[config.mk]
export PLATFORM = sky130hd
export DESIGN_NAME = moesif_coherence_agent_core
export DESIGN_NICKNAME = d
export VERILOG_FILES = /design/src/hdl/mca_pkg.sv /design/src/hdl/mca_lookup.sv /design/src/hdl/moesif_coherence_agent_core.sv
export SDC_FILE = /design/constraint.sdc
export NUM_CORES = 1
export LEC_CHECK = 0
export BUFFER_PORTS_ARGS = -buffer_cell sky130_fd_sc_hd__buf_4
export CORE_ASPECT_RATIO = 1.1
export CORE_MARGIN = 2
export CORE_UTILIZATION = 52
export CTS_BUF_LIST = sky130_fd_sc_hd__clkbuf_8
export DETAILED_ROUTE_END_ITERATION = 10
export PLACE_DENSITY = 0.79
export SLEW_MARGIN = 10
export SYNTH_ARGS = -nofsm -noshare
export SYNTH_HDL_FRONTEND = slang
export SYNTH_SLANG_ARGS = --single-unit
[constraint.sdc]
create_clock -name aclk -period 3.74 [get_ports aclk]
set_clock_uncertainty 0.2 [all_clocks]
set_input_delay 0.187 -clock aclk [delete_from_list [all_inputs] [get_ports aclk]]
set_output_delay 0.187 -clock aclk [all_outputs]
set_load 0.005 [all_outputs]
[src/hdl/mca_pkg.sv]
// Shared types, codes and constants for the MOESIF coherence agent.
package mca_pkg;

    localparam int ADDR_BITS = 32;
    localparam int ADDR_W    = 32;

    // Coherence states
    localparam logic [3:0] ST_I  = 4'd0;
    localparam logic [3:0] ST_S  = 4'd1;
    localparam logic [3:0] ST_E  = 4'd2;
    localparam logic [3:0] ST_M  = 4'd3;
    localparam logic [3:0] ST_F  = 4'd4;
    localparam logic [3:0] ST_O  = 4'd5;
    localparam logic [3:0] ST_IS = 4'd6;
    localparam logic [3:0] ST_IM = 4'd7;
    localparam logic [3:0] ST_SM = 4'd8;
    localparam logic [3:0] ST_EM = 4'd9;
    localparam logic [3:0] ST_FM = 4'd10;
    localparam logic [3:0] ST_OM = 4'd11;

    // Request keys: {mode, kind}
    localparam logic [3:0] KEY_LOAD     = 4'h0;
    localparam logic [3:0] KEY_STORE    = 4'h1;
    localparam logic [3:0] KEY_INV      = 4'h8;
    localparam logic [3:0] KEY_RECALL_I = 4'h9;
    localparam logic [3:0] KEY_RECALL_S = 4'hA;
    localparam logic [3:0] KEY_DATA     = 4'hB;
    localparam logic [3:0] KEY_DATA_E   = 4'hC;
    localparam logic [3:0] KEY_ACK      = 4'hD;

    // Sent messages
    localparam logic [2:0] ACT_NONE    = 3'd0;
    localparam logic [2:0] ACT_GETS    = 3'd1;
    localparam logic [2:0] ACT_GETM    = 3'd2;
    localparam logic [2:0] ACT_GETX    = 3'd3;
    localparam logic [2:0] ACT_DATA_P  = 3'd4;
    localparam logic [2:0] ACT_DATA_D  = 3'd5;
    localparam logic [2:0] ACT_INV_ACK = 3'd6;

    typedef struct packed {
        logic              mode;
        logic [2:0]        kind;
        logic [ADDR_W-1:0] block_address;
    } req_t;

    typedef struct packed {
        logic [2:0]        action;
        logic [ADDR_W-1:0] out_address;
        logic              miss;
        logic              protocol_error;
        logic [3:0]        current_state;
    } rsp_t;

    typedef struct packed {
        logic       legal;
        logic [2:0] action;
        logic [3:0] next_state;
    } xlat_t;

endpackage

[src/hdl/mca_lookup.sv]
// Next-state and outgoing-message lookup for the MOESIF coherence agent.
module mca_lookup (
    input  logic [3:0]     state,
    input  logic           mode,
    input  logic [2:0]     kind,
    output mca_pkg::xlat_t xlat
);
    import mca_pkg::*;

    logic [3:0] key;

    assign key = {mode, kind};

    always_comb begin
        xlat.legal      = 1'b1;
        xlat.action     = ACT_NONE;
        xlat.next_state = state;
        case (state)
            ST_I: begin
                case (key)
                    KEY_LOAD:  begin xlat.action = ACT_GETS; xlat.next_state = ST_IS; end
                    KEY_STORE: begin xlat.action = ACT_GETM; xlat.next_state = ST_IM; end
                    default:   xlat.legal = 1'b0;
                endcase
            end
            ST_S: begin
                case (key)
                    KEY_LOAD:  begin xlat.action = ACT_DATA_P;  xlat.next_state = ST_S;  end
                    KEY_STORE: begin xlat.action = ACT_GETM;    xlat.next_state = ST_SM; end
                    KEY_INV:   begin xlat.action = ACT_INV_ACK; xlat.next_state = ST_I;  end
                    default:   xlat.legal = 1'b0;
                endcase
            end
            ST_E: begin
                case (key)
                    KEY_LOAD:     begin xlat.action = ACT_DATA_P; xlat.next_state = ST_E;  end
                    KEY_STORE:    begin xlat.action = ACT_GETX;   xlat.next_state = ST_EM; end
                    KEY_RECALL_I: begin xlat.action = ACT_DATA_D; xlat.next_state = ST_I;  end
                    KEY_RECALL_S: begin xlat.action = ACT_DATA_D; xlat.next_state = ST_F;  end
                    default:      xlat.legal = 1'b0;
                endcase
            end
            ST_M: begin
                case (key)
                    KEY_LOAD, KEY_STORE: begin
                        xlat.action     = ACT_DATA_P;
                        xlat.next_state = ST_M;
                    end
                    KEY_RECALL_I: begin xlat.action = ACT_DATA_D; xlat.next_state = ST_I; end
                    KEY_RECALL_S: begin xlat.action = ACT_DATA_D; xlat.next_state = ST_O; end
                    default:      xlat.legal = 1'b0;
                endcase
            end
            ST_F, ST_O: begin
                case (key)
                    KEY_LOAD: begin xlat.action = ACT_DATA_P; xlat.next_state = state; end
                    KEY_STORE: begin
                        xlat.action     = ACT_GETM;
                        xlat.next_state = (state == ST_F) ? ST_FM : ST_OM;
                    end
                    KEY_RECALL_I: begin xlat.action = ACT_DATA_D; xlat.next_state = ST_I;  end
                    KEY_RECALL_S: begin xlat.action = ACT_DATA_D; xlat.next_state = state; end
                    default:      xlat.legal = 1'b0;
                endcase
            end
            ST_IS: begin
                case (key)
                    KEY_DATA:   begin xlat.action = ACT_DATA_P; xlat.next_state = ST_S; end
                    KEY_DATA_E: begin xlat.action = ACT_DATA_P; xlat.next_state = ST_E; end
                    default:    xlat.legal = 1'b0;
                endcase
            end
            ST_IM: begin
                case (key)
                    KEY_DATA: begin xlat.action = ACT_DATA_P; xlat.next_state = ST_M; end
                    default:  xlat.legal = 1'b0;
                endcase
            end
            ST_SM: begin
                case (key)
                    KEY_INV: begin xlat.action = ACT_INV_ACK; xlat.next_state = ST_IM; end
                    KEY_DATA, KEY_ACK: begin
                        xlat.action     = ACT_DATA_P;
                        xlat.next_state = ST_M;
                    end
                    default: xlat.legal = 1'b0;
                endcase
            end
            ST_EM, ST_FM, ST_OM: begin
                case (key)
                    KEY_RECALL_I: begin xlat.action = ACT_DATA_D; xlat.next_state = ST_IM; end
                    KEY_RECALL_S: begin
                        // owner keeps ownership, others fall back to forward
                        xlat.action     = ACT_DATA_D;
                        xlat.next_state = (state == ST_OM) ? ST_OM : ST_FM;
                    end
                    KEY_DATA, KEY_ACK: begin
                        xlat.action     = ACT_DATA_P;
                        xlat.next_state = ST_M;
                    end
                    default: xlat.legal = 1'b0;
                endcase
            end
            default: xlat.legal = 1'b0;
        endcase
        if (!xlat.legal) begin
            xlat.action     = ACT_NONE;
            xlat.next_state = state;
        end
    end

endmodule

[src/hdl/moesif_coherence_agent_core.sv]
// Top level of the MOESIF coherence agent: state register, lookup and output buffer.
//
// Usage:
//   s_valid/s_ready/s_data carry one request transaction: a processor load or
//   store, or a network message, with its block address. m_valid/m_ready/m_data
//   carry one result transaction per request: the message sent, the address,
//   the miss and protocol error flags and the coherence state after the step.
//   Results are registered in the output or skid register. One request is
//   accepted every cycle while s_ready is high; the rate is set by the state
//   register, which is read and rewritten in the same cycle.
//   A two-entry output buffer (output register plus skid register) lets a
//   request be taken while a result waits; s_ready drops only when both hold
//   results, and rises again once the receiver takes one.
//   Reset (aresetn low, synchronous) puts the block in state I and empties the
//   output buffer. An illegal request gives a result with protocol_error set,
//   action none, address zero, and leaves the state unchanged.
//   ADDR_BITS keeps only the low bits of the address in the result.
module moesif_coherence_agent_core #(
    parameter int ADDR_BITS = mca_pkg::ADDR_BITS
) (
    input  logic          aclk,
    input  logic          aresetn,
    input  logic          s_valid,
    output logic          s_ready,
    input  mca_pkg::req_t s_data,
    output logic          m_valid,
    input  logic          m_ready,
    output mca_pkg::rsp_t m_data
);
    import mca_pkg::*;

    localparam logic [ADDR_W-1:0] ADDR_MASK =
        (ADDR_BITS >= ADDR_W) ? {ADDR_W{1'b1}} : ((ADDR_W'(1) << ADDR_BITS) - ADDR_W'(1));

    logic [3:0] state_reg, state_next;
    rsp_t       out_reg, out_next;
    logic       out_valid_reg, out_valid_next;
    rsp_t       skid_reg, skid_next;
    logic       skid_valid_reg, skid_valid_next;

    xlat_t xlat;
    rsp_t  rsp;
    logic  push, pop;

    mca_lookup u_lookup (
        .state (state_reg),
        .mode  (s_data.mode),
        .kind  (s_data.kind),
        .xlat  (xlat)
    );

    always_comb begin
        rsp.action         = xlat.action;
        rsp.out_address    = xlat.legal ? (s_data.block_address & ADDR_MASK) : '0;
        rsp.miss           = xlat.legal && (state_reg == ST_I);
        rsp.protocol_error = !xlat.legal;
        rsp.current_state  = xlat.next_state;
    end

    assign s_ready = !skid_valid_reg;
    assign m_valid = out_valid_reg;
    assign m_data  = out_reg;
    assign push    = s_valid && s_ready;
    assign pop     = out_valid_reg && m_ready;

    always_comb begin
        state_next      = push ? xlat.next_state : state_reg;
        out_next        = out_reg;
        out_valid_next  = out_valid_reg;
        skid_next       = skid_reg;
        skid_valid_next = skid_valid_reg;
        if (pop) begin
            if (skid_valid_reg) begin
                // advance the held transaction
                out_next        = skid_reg;
                skid_valid_next = 1'b0;
            end else if (push) begin
                out_next = rsp;
            end else begin
                out_valid_next = 1'b0;
            end
        end else if (push) begin
            if (out_valid_reg) begin
                skid_next       = rsp;
                skid_valid_next = 1'b1;
            end else begin
                out_next       = rsp;
                out_valid_next = 1'b1;
            end
        end
    end

    always_ff @(posedge aclk) begin
        if (!aresetn) begin
            state_reg      <= ST_I;
            out_valid_reg  <= 1'b0;
            skid_valid_reg <= 1'b0;
        end else begin
            state_reg      <= state_next;
            out_valid_reg  <= out_valid_next;
            skid_valid_reg <= skid_valid_next;
        end
        out_reg  <= out_next;
        skid_reg <= skid_next;
    end

    a_skid_needs_out: assert property (@(posedge aclk) disable iff (!aresetn)
        skid_valid_reg |-> out_valid_reg)
        else $error("skid register holds a transaction while output register is empty");

    a_state_legal: assert property (@(posedge aclk) disable iff (!aresetn)
        state_reg <= ST_OM)
        else $error("coherence state left the defined codes");

    a_error_no_action: assert property (@(posedge aclk) disable iff (!aresetn)
        (out_valid_reg && out_reg.protocol_error) |->
            (out_reg.action == ACT_NONE && !out_reg.miss))
        else $error("protocol error result carries a message or miss");

    a_state_tracks: assert property (@(posedge aclk) disable iff (!aresetn)
        push |=> (state_reg == $past(xlat.next_state)))
        else $error("state register did not take the looked-up state");

endmodule
==> flow_summary.toml <==
[floorplanning]
initial_util = 0.540
die-height_um = 99.3
ios = 83
core-area_um2 = 7960
die_x_um = 90.6
rows = 34
design.die.area_um2 = 9000

[critical_path]
setup.worst_path.class = "register to register"
critical_path.endpoint_type = "register"
setup_crit_end = "m_data[22]"
timing.critical_path.cells = "nand2b_1, nor2_1, a211oi_2, nand3b_2, buf_4, and2_1, mux2_2"
critical_path.slowest_cell = "sky130_fd_sc_hd__dfxtp_1"
critPathMaxStageDelay_ns = 0.82
crit_path_start = "state_reg[2]"
setup.reg_to_reg.worst_slack_ns = 0.70
cp.arrival_ns = 2.93
r2r_start = "state_reg[2]"
cp_data_required_time_ns = 3.63
timing.critical_path.from_type = "register"
timing.reg2reg.worst_path_depth = 7
r2r-end = "m_data[22]"
crit_fanout = 28

[cells_and_area]
area_growth_pct = 29.1
final_area_um2 = 5540
post_route_cells_drive_above_1_share = 0.336
most-common-layout-cells = "86 x sky130_fd_sc_hd__buf_4, 82 x sky130_fd_sc_hd__edfxtp_1, 37 x sky130_fd_sc_hd__mux2_2"
final_nets = 485
nFillCells = 526
multi_input_comb_area_um2 = 1590
layout_commonest_cell = "sky130_fd_sc_hd__buf_4"
n_antenna_cell = 0
seq_area_um2 = 2580

[routing]
detail_route.wl_per_cell_um = 16.8
num_vias = 3111
drcViolationCount = 0
post_dr_vias_cell = 5.58
detailedRoute.firstIterationViolations = 225
wl_um = 9370
detail_route.first_pass.iterations = 4
drt.antenna.violating_nets = 0

[power_and_ir_drop]
p_leak_nw = 2.19
p_int_w = 0.00170
power.switching_w = 0.000502
power_density_nw_per_um2 = 397
vdd_drop_max_v = 0.000241
power.sequential.fraction = 0.537
clockPowerShare = 0.318
comb_power_share = 0.146
swShare = 0.228

[yosys]
synth-compound-area-share = 0.0947
synth_edf_count = 82
synth-async-reset-ratio = 0
synthFlopType = "sky130_fd_sc_hd__edfxtp_1"
sequential_fraction_of_the_synthesis_area = 0.602
synth_area_leaders = "sky130_fd_sc_hd__edfxtp_1 57%, sky130_fd_sc_hd__mux2_2 9.7%, sky130_fd_sc_hd__and2_1 4.8%"
synth_warnings = 0
synthSimpleGateAreaFrac = 0.157
synth_area_leader_cell = "sky130_fd_sc_hd__edfxtp_1"
synth_top_family_by_area = "simple AND/OR/NAND/NOR gates"
mappedNetlistArea_um2 = 4290
ys_ff_latch = 88
post_synth.cell_area_avg_um2 = 12.7
yosys.area_share.adder = 0
post_synth_inst_count = 337
netlist-cell-type-count = 58
synth_xor_area_frac = 0.00816
synth_top_cell_area_share = 0.574
post_synth_mux_area_share = 0.106
synth_fp_nets = 377

[global_routing]
grt_antenna_before_repair = 0
globalRouteTotalUtil = 0.217
grt_pass1_wl_um = 15500
overflow = 0
number_of_global_route_vias_before_repair = 3157
largest_net_degree_at_the_start_of_global_routing = 42

[sta]
layout_min_cycle_time_ns = 3.04
maxClockFrequency_mhz = 329
timing.max_slew.rel_slack = 0.334
final_report_setup_violation_count = 0
worst_slew_pin_slew_ns = 1.00
final-max-slew-violation-count = 0
setup-tns-final_ns = 0
period_share = 0.814
rsz0062_at_grt = "false"
final.hold.worst_slack_ns = 0.201
hold_violations = 0

[run_status]
outcome = "finished clean"

[clocking]
cts-buffers-inserted = 9
cts_num_sinks = 88
cts_tree = "built"
clock_insertion_delay_worst_skew_ns = 0.34
clock_path_buffers = 2
buffers_inserted_during_post_cts_setup_optimization = 0
cts-htree-levels = 3
clockRootBuffer = "sky130_fd_sc_hd__clkbuf_8"
post_cts_resized = 0
cts.reportedPaths.clkPinSlew_ns = 0.08

[hold_path]
holdCritPathClass = "primary input to register"

[placement]
post_dp_cell_area_um2 = 4970
io_buffer_count = 82
globalplace.congestion = 0.876
final_hpwl_dp_um = 5930

[flow_run]
cap_violations = 0
## final cells by class
type,instances,share of cell area
inverters,5,0.00339
clock inverters,7,0.0172
well taps,108,0.0244
flip-flops and latches,88,0.466
repair buffers,121,0.180
clock buffers,9,0.0224
multi-input cells,220,0.287
## critical path, delay by kind of cell (launching register included)
| kind | cells | cell delay, ns |
|---|---|---|
| mux | 1 | 0.27 |
| simple gates | 4 | 0.81 |
| compound gates | 1 | 0.37 |
| buf+inv | 1 | 0.30 |
| flops | 1 | 0.82 |
## per-stage QoR
step | power, W | std cells | util | setup slack [ns]
after floorplan | 0.00135 | 337 | - | 1.03
after global placement | 0.00148 | 507 | 0.625 | 0.841
after detailed placement | 0.00149 | 507 | 0.625 | 0.746
after CTS | 0.00222 | 558 | 0.696 | 0.702
after global routing | 0.00228 | 558 | 0.696 | 0.537
final | 0.00220 | 558 | 0.696 | 0.697
## routing by layer
metal / up-vias / GRT usage / share of wire / routed length [um]
li1: 1473 / - / - / -
met1: 1490 / 0.285 / 0.43 / 4070
met2: 131 / 0.362 / 0.49 / 4590
met3: 17 / 0.0303 / 0.055 / 519
met4: 0 / 0.0994 / 0.021 / 195
met5: - / 0 / 0 / 0
## repair_timing
| item | CTS | global route |
|---|---|---|
| endpoints found under the setup margin | 0 | 0 |
| hold endpoints to repair | 38 | 0 |
| hold buffers | 35 | 0 |
## cells in the mapped netlist (all sizes together), types with 6 or more instances
cell and instances:
edfxtp 82, mux2 39, and2 33, nor2 24, nand2 15, buf 13, o21ai 12, clkbuf 11
a21oi 8, nor2b 8, nand2b 7, a211oi 6, dfxtp 6
## power by group through the flow
stage | logic [W] | clock network, W | registers, W
2_1_floorplan | 0.000158 | 0 | 0.00119
3_3_place_gp | 0.000282 | 0 | 0.00120
3_5_place_dp | 0.000288 | 0 | 0.00120
4_1_cts | 0.000320 | 0.000717 | 0.00118
5_1_grt | 0.000348 | 0.000746 | 0.00119
6_report | 0.000321 | 0.000698 | 0.00118
## logic make-up (layout without fill, tap and decap cells)
| logic type | count (synthesis) | in the layout |
|---|---|---|
| simple gates | 121 | 121 |
| flops | 88 | 88 |
| compound gates | 55 | 55 |
| mux | 40 | 40 |
| buf+inv | 29 | 142 |
| xor+xnor | 4 | 4 |
## worst min-delay path by stage
stage | from | slack [ns] | to | depth (start not counted)
5_1_grt | s_data[33] | 0.22 | skid_reg[38] | 3
2_1_floorplan | aresetn | 0.10 | skid_valid_reg | 2
3_3_place_gp | aresetn | 0.26 | m_valid | 2
3_5_place_dp | aresetn | 0.26 | m_valid | 2
4_1_cts | s_data[33] | 0.19 | skid_reg[38] | 3
6_report | s_data[33] | 0.20 | skid_reg[38] | 3
Power figures use the tool's default switching activity.
